--- config.mk ---
export PLATFORM = sky130hd
export DESIGN_NAME = gpio_script_sequencer_top
export DESIGN_NICKNAME = d
export VERILOG_FILES = /design/src/sv/gss_pkg.sv /design/src/sv/gpio_script_sequencer_top.sv /design/src/sv/gss_prog_mem.sv /design/src/sv/gss_pin_unit.sv
export SDC_FILE = /design/constraint.sdc
export NUM_CORES = 2
export LEC_CHECK = 0
export ABC_CLOCK_PERIOD_IN_PS = 20700
export BUFFER_PORTS_ARGS = -buffer_cell sky130_fd_sc_hd__buf_2
export CAP_MARGIN = 20
export CORE_UTILIZATION = 65
export CTS_CLUSTER_DIAMETER = 80
export DETAILED_ROUTE_END_ITERATION = 10
export PLACE_DENSITY_LB_ADDON = 0.15
export SYNTH_ARGS = -nofsm -noshare
export SYNTH_HDL_FRONTEND = slang
export SYNTH_SLANG_ARGS = --single-unit
--- constraint.sdc ---
create_clock -name clk_i -period 20.7 [get_ports clk_i]
set_input_delay 0 -clock clk_i [delete_from_list [all_inputs] [get_ports clk_i]]
set_output_delay 0 -clock clk_i [all_outputs]
set_load 0.01 [all_outputs]
--- src/sv/gss_pkg.sv ---
`timescale 1ns / 1ps
// ----------------------------------------------------------------------------
// gss_pkg: shared types and codes for the pin script sequencer
// opcodes, function codes, action codes, status codes, config indices, the beat type and the sequencer states
// ----------------------------------------------------------------------------
package gss_pkg;

  localparam logic [1:0] FUNC_LOAD  = 2'd0;
  localparam logic [1:0] FUNC_START = 2'd1;
  localparam logic [1:0] FUNC_STOP  = 2'd2;
  localparam logic [1:0] FUNC_TICK  = 2'd3;

  localparam logic [3:0] OP_MODE   = 4'd0;
  localparam logic [3:0] OP_DRIVE  = 4'd1;
  localparam logic [3:0] OP_TOGGLE = 4'd2;
  localparam logic [3:0] OP_SLEEP  = 4'd3;
  localparam logic [3:0] OP_WAIT   = 4'd4;
  localparam logic [3:0] OP_BEEP   = 4'd5;
  localparam logic [3:0] OP_GOTO   = 4'd6;
  localparam logic [3:0] OP_IFGOTO = 4'd7;
  localparam logic [3:0] OP_END    = 4'd8;

  localparam logic [2:0] ACT_STATUS    = 3'd0;
  localparam logic [2:0] ACT_MODE      = 3'd1;
  localparam logic [2:0] ACT_DRIVE     = 3'd2;
  localparam logic [2:0] ACT_TONE_ON   = 3'd3;
  localparam logic [2:0] ACT_TONE_OFF  = 3'd4;

  localparam logic [1:0] ST_OK      = 2'd0;
  localparam logic [1:0] ST_BAD_PIN = 2'd1;
  localparam logic [1:0] ST_BAD_CMD = 2'd2;

  localparam int unsigned CFG_PROGRAM_LENGTH = 0;
  localparam int unsigned CFG_SUPPORTED_PINS = 1;

  typedef enum logic [2:0] {
    S_IDLE,
    S_SLEEP,
    S_WAITCHK,
    S_FETCH,
    S_EXEC,
    S_EMIT,
    S_STATUS
  } seq_state_e;

  // one decoded result beat
  typedef struct packed {
    logic [2:0]  action;
    logic [6:0]  pin_code;
    logic        pin_value;
    logic [15:0] tone_value;
  } beat_t;

endpackage

--- src/sv/gpio_script_sequencer_top.sv ---
`timescale 1ns / 1ps
// ----------------------------------------------------------------------------
// gpio_script_sequencer_top: pin script sequencer
// load, start, stop and tick beats drive a small instruction engine
// ----------------------------------------------------------------------------
// load, start, stop: the status step follows the taken input beat and registers the status beat
// tick: sleep check, wait check, then a fetch and an execute step per instruction
//   (at most budget instructions, budget clamped to BUDGET_MAX), a final fetch
//   and status; a pending sleep or wait, or a blocking or ending op, exits early
// one input beat at a time; the next is taken once the status beat has left
// every result beat waits in the output register until taken; emitting steps stall
// reset clears all control state; the program store is not cleared
module gpio_script_sequencer_top
  import gss_pkg::*;
#(
  parameter int unsigned PROGRAM_DEPTH = 64,
  parameter int unsigned BUDGET_MAX    = 32,
  parameter int unsigned PIN_COUNT     = 48
) (
  input  logic        clk_i,
  input  logic        rst_ni,
  // configuration
  input  logic        cfg_we_i,
  input  logic        cfg_index_i,
  input  logic [47:0] cfg_data_i,
  // input channel
  input  logic        in_valid_i,
  output logic        in_stall_o,
  input  logic [1:0]  func_i,
  input  logic [5:0]  load_index_i,
  input  logic [3:0]  op_code_i,
  input  logic [15:0] arg_a_i,
  input  logic [15:0] arg_b_i,
  input  logic [15:0] arg_c_i,
  input  logic [15:0] elapsed_ms_i,
  input  logic [5:0]  step_budget_i,
  input  logic [PIN_COUNT-1:0] pin_levels_i,
  // output channel
  output logic        out_valid_o,
  input  logic        out_stall_i,
  output logic [2:0]  action_o,
  output logic [6:0]  pin_code_o,
  output logic        pin_value_o,
  output logic [15:0] tone_value_o,
  output logic [1:0]  status_o,
  output logic        running_o,
  output logic        last_item_o
);

  localparam int unsigned AW = (PROGRAM_DEPTH > 1) ? $clog2(PROGRAM_DEPTH) : 1;
  localparam int unsigned PW = $clog2(PIN_COUNT);

  // configuration registers
  logic [6:0]           prog_len_q;
  logic [PIN_COUNT-1:0] supported_q;

  always_ff @(posedge clk_i or negedge rst_ni) begin
    if (!rst_ni) begin
      prog_len_q  <= '0;
      supported_q <= '1;
    end else if (cfg_we_i) begin
      if (cfg_index_i == 1'(CFG_PROGRAM_LENGTH)) prog_len_q <= cfg_data_i[6:0];
      else supported_q <= PIN_COUNT'(cfg_data_i);
    end
  end

  // effective program length, clamped to the store depth
  logic [16:0] len_eff;
  assign len_eff = (32'(prog_len_q) > PROGRAM_DEPTH) ? 17'(PROGRAM_DEPTH)
                                                     : 17'(prog_len_q);

  // engine state
  seq_state_e state_q, state_d;
  logic [15:0] pc_q, pc_d;
  logic [15:0] sleep_q, sleep_d;
  logic        tone_q, tone_d;
  logic        wait_q, wait_d;
  logic [6:0]  wpin_q, wpin_d;
  logic [15:0] wlvl_q, wlvl_d;
  logic        run_q, run_d;
  logic [1:0]  stat_q, stat_d;
  logic [PIN_COUNT-1:0] latch_q, latch_d, dir_q, dir_d;
  // per-tick working copies
  logic [15:0] elap_q, elap_d;
  logic [5:0]  bud_q, bud_d;
  logic [PIN_COUNT-1:0] lvl_q, lvl_d;
  // output register
  logic        ov_q, ov_d;
  beat_t       ob_q, ob_d;
  logic        olast_q, olast_d;
  logic        ostall_pend;

  // program store
  logic        mem_we;
  logic [51:0] mem_rd;
  gss_prog_mem #(.DEPTH(PROGRAM_DEPTH), .AW(AW)) u_mem (
    .clk_i   (clk_i),
    .we_i    (mem_we),
    .waddr_i (AW'(load_index_i)),
    .wdata_i ({op_code_i, arg_a_i, arg_b_i, arg_c_i}),
    .raddr_i (AW'(pc_q)),
    .rdata_o (mem_rd)
  );

  logic        in_acc;
  assign in_acc = in_valid_i && !in_stall_o;
  assign mem_we = in_acc && (func_i == FUNC_LOAD) &&
                  (32'(load_index_i) < PROGRAM_DEPTH);

  logic [3:0]  i_op;
  logic [15:0] i_a, i_b, i_c;
  assign {i_op, i_a, i_b, i_c} = mem_rd;

  // shared pin decoder: executing instruction's pin or the wait pin
  logic [15:0] pu_code;
  logic        pu_ok, pu_lvl;
  logic [PW-1:0] pu_idx;
  assign pu_code = (state_q == S_WAITCHK) ? {9'd0, wpin_q} : i_a;
  gss_pin_unit #(.PIN_COUNT(PIN_COUNT), .PW(PW)) u_pin (
    .code_i      (pu_code),
    .supported_i (supported_q),
    .levels_i    (lvl_q),
    .ok_o        (pu_ok),
    .idx_o       (pu_idx),
    .level_o     (pu_lvl)
  );

  assign in_stall_o  = (state_q != S_IDLE) || ov_q;
  assign out_valid_o = ov_q;
  assign action_o    = ob_q.action;
  assign pin_code_o  = ob_q.pin_code;
  assign pin_value_o = ob_q.pin_value;
  assign tone_value_o = ob_q.tone_value;
  assign status_o    = stat_q;
  assign running_o   = run_q;
  assign last_item_o = olast_q;

  // output slot still held this cycle by a stalled beat
  assign ostall_pend = ov_q && out_stall_i;

  always_comb begin
    logic [PIN_COUNT-1:0] bit_m;
    logic cur;
    state_d = state_q;
    pc_d = pc_q; sleep_d = sleep_q; tone_d = tone_q; wait_d = wait_q;
    wpin_d = wpin_q; wlvl_d = wlvl_q; run_d = run_q; stat_d = stat_q;
    latch_d = latch_q; dir_d = dir_q;
    elap_d = elap_q; bud_d = bud_q; lvl_d = lvl_q;
    ov_d = ov_q && out_stall_i;
    ob_d = ob_q; olast_d = olast_q;
    bit_m = PIN_COUNT'(1) << pu_idx;
    cur = dir_q[pu_idx] ? latch_q[pu_idx] : lvl_q[pu_idx];

    case (state_q)
      S_IDLE: begin
        if (in_acc) begin
          elap_d = elapsed_ms_i;
          bud_d  = (32'(step_budget_i) > BUDGET_MAX) ? 6'(BUDGET_MAX) : step_budget_i;
          lvl_d  = pin_levels_i;
          state_d = S_STATUS;
          case (func_i)
            FUNC_START: begin
              pc_d = '0; sleep_d = '0; tone_d = 1'b0; wait_d = 1'b0;
              wpin_d = '0; wlvl_d = '0; stat_d = ST_OK; run_d = 1'b1;
            end
            FUNC_STOP: begin
              run_d = 1'b0; wait_d = 1'b0; sleep_d = '0;
            end
            FUNC_TICK: begin
              if (run_q) state_d = S_SLEEP;
            end
            default: ;
          endcase
        end
      end
      S_SLEEP: begin
        if (sleep_q == '0) begin
          state_d = S_WAITCHK;
        end else if (elap_q < sleep_q) begin
          sleep_d = sleep_q - elap_q;
          state_d = S_STATUS;
        end else if (!ostall_pend) begin
          elap_d = elap_q - sleep_q;
          sleep_d = '0;
          state_d = S_WAITCHK;
          if (tone_q) begin
            tone_d = 1'b0;
            ov_d = 1'b1; olast_d = 1'b0;
            ob_d = '{action: ACT_TONE_OFF, pin_code: '0, pin_value: 1'b0,
                     tone_value: '0};
          end
        end
      end
      S_WAITCHK: begin
        if (wait_q && ({15'd0, pu_lvl} != wlvl_q)) begin
          state_d = S_STATUS;
        end else begin
          wait_d = 1'b0;
          state_d = S_FETCH;
        end
      end
      S_FETCH: begin
        // memory read of pc_q lands next cycle
        if ({1'b0, pc_q} < len_eff && bud_q != '0) begin
          state_d = S_EXEC;
        end else if (!ostall_pend) begin
          // running and status must hold while an earlier beat waits
          if ({1'b0, pc_q} >= len_eff) begin
            run_d = 1'b0; stat_d = ST_OK;
          end
          state_d = S_STATUS;
        end
      end
      S_EXEC: begin
        if (!ostall_pend) begin
          bud_d = bud_q - 6'd1;
          state_d = S_FETCH;
          case (i_op)
            OP_MODE, OP_DRIVE, OP_TOGGLE: begin
              if (!pu_ok) begin
                run_d = 1'b0; stat_d = ST_BAD_PIN; state_d = S_STATUS;
              end else begin
                ov_d = 1'b1; olast_d = 1'b0;
                ob_d.pin_code = i_a[6:0];
                ob_d.tone_value = '0;
                pc_d = pc_q + 16'd1;
                if (i_op == OP_MODE) begin
                  ob_d.action = ACT_MODE;
                  ob_d.pin_value = (i_b != '0);
                  dir_d = (i_b != '0) ? (dir_q | bit_m) : (dir_q & ~bit_m);
                end else if (i_op == OP_DRIVE) begin
                  ob_d.action = ACT_DRIVE;
                  ob_d.pin_value = (i_b != '0);
                  latch_d = (i_b != '0) ? (latch_q | bit_m) : (latch_q & ~bit_m);
                end else begin
                  ob_d.action = ACT_DRIVE;
                  ob_d.pin_value = !cur;
                  latch_d = cur ? (latch_q & ~bit_m) : (latch_q | bit_m);
                end
              end
            end
            OP_SLEEP: begin
              pc_d = pc_q + 16'd1;
              if (i_c > elap_q) begin
                sleep_d = i_c - elap_q;
                state_d = S_STATUS;
              end else begin
                elap_d = elap_q - i_c;
              end
            end
            OP_WAIT: begin
              if (!pu_ok) begin
                run_d = 1'b0; stat_d = ST_BAD_PIN; state_d = S_STATUS;
              end else begin
                pc_d = pc_q + 16'd1;
                if ({15'd0, pu_lvl} != i_b) begin
                  wpin_d = i_a[6:0]; wlvl_d = i_b; wait_d = 1'b1;
                  state_d = S_STATUS;
                end
              end
            end
            OP_BEEP: begin
              ov_d = 1'b1; olast_d = 1'b0;
              ob_d = '{action: ACT_TONE_ON, pin_code: '0, pin_value: 1'b0,
                       tone_value: i_a};
              tone_d = 1'b1; sleep_d = i_b;
              pc_d = pc_q + 16'd1;
              state_d = S_STATUS;
            end
            OP_GOTO: pc_d = i_c;
            OP_IFGOTO: pc_d = ({15'd0, pu_lvl} == i_b) ? i_c : pc_q + 16'd1;
            OP_END: begin
              run_d = 1'b0; stat_d = ST_OK; state_d = S_STATUS;
            end
            default: begin
              run_d = 1'b0; stat_d = ST_BAD_CMD; state_d = S_STATUS;
            end
          endcase
        end
      end
      S_STATUS: begin
        if (!ostall_pend) begin
          ov_d = 1'b1; olast_d = 1'b1;
          ob_d = '{action: ACT_STATUS, pin_code: '0, pin_value: 1'b0,
                   tone_value: '0};
          state_d = S_EMIT;
        end
      end
      S_EMIT: begin
        // hold off new beats until the status beat leaves
        if (!ov_q || !out_stall_i) state_d = S_IDLE;
      end
      default: state_d = S_IDLE;
    endcase
  end

  // status and running ride with the beat; they are sampled from live state
  // which cannot change while a beat waits, since the engine stalls on it
  always_ff @(posedge clk_i or negedge rst_ni) begin
    if (!rst_ni) begin
      state_q <= S_IDLE;
      pc_q <= '0; sleep_q <= '0; tone_q <= 1'b0; wait_q <= 1'b0;
      wpin_q <= '0; wlvl_q <= '0; run_q <= 1'b0; stat_q <= ST_OK;
      latch_q <= '0; dir_q <= '0;
      ov_q <= 1'b0;
    end else begin
      state_q <= state_d;
      pc_q <= pc_d; sleep_q <= sleep_d; tone_q <= tone_d; wait_q <= wait_d;
      wpin_q <= wpin_d; wlvl_q <= wlvl_d; run_q <= run_d; stat_q <= stat_d;
      latch_q <= latch_d; dir_q <= dir_d;
      ov_q <= ov_d;
    end
  end

  always_ff @(posedge clk_i) begin
    elap_q <= elap_d; bud_q <= bud_d; lvl_q <= lvl_d;
    ob_q <= ob_d; olast_q <= olast_d;
  end

endmodule

--- src/sv/gss_prog_mem.sv ---
`timescale 1ns / 1ps
// ----------------------------------------------------------------------------
// gss_prog_mem: program store
// one write port, one registered read port
// ----------------------------------------------------------------------------
module gss_prog_mem #(
  parameter int unsigned DEPTH = 64,
  parameter int unsigned AW    = 6
) (
  input  logic          clk_i,
  input  logic          we_i,
  input  logic [AW-1:0] waddr_i,
  input  logic [51:0]   wdata_i,
  input  logic [AW-1:0] raddr_i,
  output logic [51:0]   rdata_o
);

  logic [51:0] mem [DEPTH];
  logic [51:0] rdata_q;

  always_ff @(posedge clk_i) begin
    if (we_i) begin
      mem[waddr_i] <= wdata_i;
    end
    rdata_q <= mem[raddr_i];
  end

  assign rdata_o = rdata_q;

endmodule

--- src/sv/gss_pin_unit.sv ---
`timescale 1ns / 1ps
// ----------------------------------------------------------------------------
// gss_pin_unit: pin decode
// maps a pin code to a bit index, reads its level and checks support
// ----------------------------------------------------------------------------
module gss_pin_unit #(
  parameter int unsigned PIN_COUNT = 48,
  parameter int unsigned PW        = 6
) (
  input  logic [15:0]          code_i,
  input  logic [PIN_COUNT-1:0] supported_i,
  input  logic [PIN_COUNT-1:0] levels_i,
  output logic                 ok_o,
  output logic [PW-1:0]        idx_o,
  output logic                 level_o
);

  logic [6:0] idx_full;
  logic       pin_valid;

  always_comb begin
    idx_full  = {1'b0, code_i[6:5], code_i[3:0]};
    pin_valid = (code_i[15:7] == '0) && !code_i[4] && (32'(idx_full) < PIN_COUNT);
    idx_o     = PW'(idx_full);
    ok_o      = pin_valid && supported_i[idx_o];
    level_o   = pin_valid && levels_i[idx_o];
  end

endmodule
==> run summary <==
Status: finished, final reports clean
Initial Util: 65.5%
Master of the slowest instance on the critical path: mux2_2
Overflow left after global routing: 0
Worst path required time: 21.61 ns
Antenna violations before repair: 31
Util after Layout: 74.8%
Register clock-pin slew on the reported worst setup and hold paths: 0.07 ns
Count of TritonRoute iterations in the first routing pass: 8
Netlist area before placement: 146,000 um2
Highest clock rate: 0.157 GHz
Number of warnings printed during yosys synthesis: 0
Syn Nets: 7,013
Routed wire length on met2: 196,000 um
Mean area per synthesized cell: 21.6 um2
Layout cell share with drive strength beyond 1: 29.2%
Relative slew margins: 16.9%
Largest net degree at the start of global routing: 154
Port buffer count: 216
Via count of the first global-routing pass: 78.1k
Met3 wirelength from detailed routing: 53,300 um
H-tree depth: 5
TritonCTS clock tree: yes
Fin cells: 10.7k
Fin crit period: 6.39 ns
Area growth from synthesis to final layout: 14.2%
Sink of the worst hold path: u_mem.mem[15][7]
Core ar.: 222,000 um2
Worst hold path cell count: 2
Number of top-level design ports: 217
Overall die height: 475 um
Largest vdd supply drop: 0.0981 mV
Endpoint type of the worst setup path: flop
Sequential element share of the synthesized area: 75.1%
Worst Min Path Start: arg_c_i[7]
Total of max-cap violations: 0
Critical path buffer and inverter count: 3
Static leakage power: 52.7 nW
Final WL: 407,000 um
HPWL reported at the end of detailed placement: 200,000 um
Wl on met1: 139,000 um
Worst Path Arrival: 7.30 ns
Setup violators final: 0
# fillers: 11.5k
Period Utilization, post-route: 30.9%
Top Layer Used: met5
Post-place instance area: 151,000 um2
Total die area: 226,000 um2
Floorplan die width: 475 um
Wirelength per Cell: 37.9 um
RSZ-0062 raised after global routing: no
Worst Hold Slack: 0.0193 ns
Post-synth top flop: edfxtp_1
CTS root buf: clkbuf_16
Count of flip-flops with a built-in enable after synthesis: 3,426
Global-route usage over all layers: 36.4%
Residual DRC count: 0
Clock network latency to the later pin of the worst-skew pair: 0.98 ns
Wire length of the first global-routing pass: 570,000 um
Num CTS Buffers: 375
Distinct cell type count of the synthesized netlist: 86
Endpoint of the worst-slack reg-to-reg timing path: state_q[0]
Cells along the critical path: or3b_1 > buf_4 > mux2_2 > o221ai_1 > o22ai_1 > o21ai_0 > a21oi_2 > xnor2_1 > nand4_1 > nand4_1 > o2111ai_1 > dlygate4sd3_1 > o211ai_1 > dlygate4sd3_1
Cell count after synthesis: 6,749
Final Power: 21.2 mW
Depth of the most critical reg-to-reg path: 14
Buffer count from post-CTS setup fixing: 0
Worst path top cell family by delay: compound AO/OA/AOI/OAI gates
Total via count after detailed routing: 78.0k
Remaining antenna violation count after routing: 0
Transition time at the pin with the least slew margin: 1.24 ns
Fraction of registers with async set/reset: 5.82%
Cell Rows: 173
Detail-routed via count per cell: 7.26
Stage delay of the slowest cell on the critical path: 0.94 ns
Pre-CTS setup slack: 14.72 ns
Final instance area: 166,000 um2
Cells after DPL: 9,702
Number of hold violations in the final report: 0
Final sum of negative setup slack: 0 ns
Power per unit of standard cell area: 127 nW/um2
Count of final max-slew check failures: 0
Final worst setup slack: 14.31 ns
CTS max path bufs: 4
Hold crit path type: input pin to flop
Worst-path maximum fanout: 35
Routability Congestion: 0.902
Post-synthesis sequential element count: 3,693
Initial DRC count: 12.0k
R2R Path Start: state_q[1]
Nets: 7,719
Critical path class: flop to flop
Num Clock Sinks: 3,693
Worst setup SP type: flop
Worst reg2reg setup slack: 14.31 ns
Worst-case clock skew: 0.0378 ns
-- placed cells by master, fill, tap and decap left out, types with 18 or more instances in the layout --
| cell type | synthesis | layout |
|---|---|---|
| a211oi_1 | 39 | 39 |
| a21o_1 | 31 | 31 |
| a21oi_1 | 107 | 107 |
| a221oi_1 | 18 | 18 |
| a22oi_1 | 21 | 21 |
| a31oi_1 | 26 | 26 |
| and3_1 | 32 | 32 |
| buf_12 | 0 | 22 |
| buf_2 | 23 | 215 |
| buf_4 | 4 | 138 |
| bufinv_16 | 0 | 30 |
| clkbuf_1 | 249 | 67 |
| clkbuf_16 | 0 | 380 |
| clkbuf_8 | 0 | 19 |
| clkinv_1 | 1 | 79 |
| clkinv_2 | 0 | 59 |
| dfrtp_1 | 167 | 162 |
| dfstp_2 | 48 | 48 |
| dfxtp_1 | 52 | 52 |
| dlygate4sd3_1 | 0 | 327 |
| edfxtp_1 | 3426 | 3426 |
| ha_1 | 76 | 76 |
| inv_1 | 100 | 100 |
| mux2_2 | 113 | 113 |
| mux4_2 | 1092 | 1092 |
| nand2_1 | 218 | 217 |
| nand3_1 | 22 | 22 |
| nor2_1 | 212 | 145 |
| nor2_4 | 0 | 67 |
| nor3_1 | 22 | 21 |
| nor4_1 | 19 | 19 |
| o21ai_0 | 112 | 112 |
| o21ai_1 | 34 | 34 |
| o21bai_1 | 20 | 20 |
| o221ai_1 | 37 | 37 |
| o22ai_1 | 29 | 29 |
| o31ai_1 | 55 | 55 |
| xnor2_1 | 48 | 48 |
-- metal layers --
| layer | vias up | track usage, % |
|---|---|---|
| li1 | 29700 | - |
| met1 | 40600 | 49.1 |
| met2 | 6575 | 57.5 |
| met3 | 1105 | 9.62 |
| met4 | 14 | 14.5 |
| met5 | - | 0 |
-- cells by family (layout without fill, tap and decap cells) --
logic type	Yosys count	after routing	synth area share, %
adder cells (fa/ha/maj)	81	81	0.715
buffers and inverters	486	1484	1.30
multiplexers	1217	1217	17.9
flip-flops	3693	3693	75.1
XOR/XNOR	64	64	0.385
other	0	15	0
AND/OR/NAND/NOR	620	620	1.92
AO/OA/AOI/OAI	588	588	2.68
-- registers in the layout, summed over array words and instances (netlist names), 2 cells and up, named ones only --
register,flops
action_o,3
pc_q,16
state_q,3
pin_code_o,7
u_mem.mem,3328
lvl_q,48
supported_q,48
status_o,2
tone_value_o,16
wlvl_q,16
bud_q,6
elap_q,16
wpin_q,7
prog_len_q,7
sleep_q,16
u_mem.rdata_o,52
-- area by class of cell --
| cell class | count | area [um2] | share of cell area, % |
|---|---|---|---|
| clock inverter | 201 | 1780 | 1.07 |
| inverter | 103 | 392 | 0.236 |
| antenna | 15 | 37.5 | 0.0226 |
| clock buffer | 468 | 10000 | 6.04 |
| tap | 2975 | 3720 | 2.24 |
| timing repair buffer | 712 | 6040 | 3.63 |
| multi-input combinational | 2570 | 34900 | 21.0 |
| sequential | 3693 | 109000 | 65.8 |
-- cell usage after synthesis, drive strengths merged, types with 38 or more instances --
master  instances  area, um2
nor2          212        796
clkbuf        249        935
a211oi         40        305
dfrtp         167       4180
inv           102        383
buf           134        577
mux2          113       1270
ha             76        951
mux4         1092      24600
edfxtp       3426     103000
o21ai         147        739
nand2         218        818
dfstp          48       1260
dfxtp          52       1040
o31ai          55        413
xnor2          48        420
a21oi         110        577
o221ai         38        339
-- worst max-delay path by stage --
stage	start	to	slack (ns)	cells after the start
2_1_floorplan	state_q[1]	u_mem.mem[28][0]	13.94	9
3_3_place_gp	pc_q[0]	u_mem.rdata_o[38]	14.69	7
3_5_place_dp	pc_q[0]	u_mem.rdata_o[38]	14.72	7
4_1_cts	pc_q[0]	u_mem.rdata_o[38]	14.59	7
5_1_grt	state_q[1]	state_q[0]	14.26	14
6_report	state_q[1]	state_q[0]	14.31	14
-- report_power, final --
group / switching (mW) / total, mW / leakage (nW) / internal [mW]
registers: 0.399 / 8.78 / 34.0 / 8.38
clock network: 2.82 / 6.63 / 5.77 / 3.80
logic: 3.19 / 5.76 / 12.9 / 2.57
-- repair_timing --
item / CTS / global route
hold buffers: 320 / 8
hold endpoints to repair: 3878 / 45
resized for setup: 0 / 0
-- worst reg2reg max path, stage by stage (launching register included) --
cell and delay, ns:
dfrtp_1 0.79, or3b_1 0.43, buf_4 0.28, mux2_2 0.97, o221ai_1 0.54, o22ai_1 0.48, o21ai_0 0.16, a21oi_2 0.44
xnor2_1 0.26, nand4_1 0.35, nand4_1 0.23, o2111ai_1 0.12, dlygate4sd3_1 0.61, o211ai_1 0.08, dlygate4sd3_1 0.59
No activity file was read; power rests on OpenSTA's default activity.
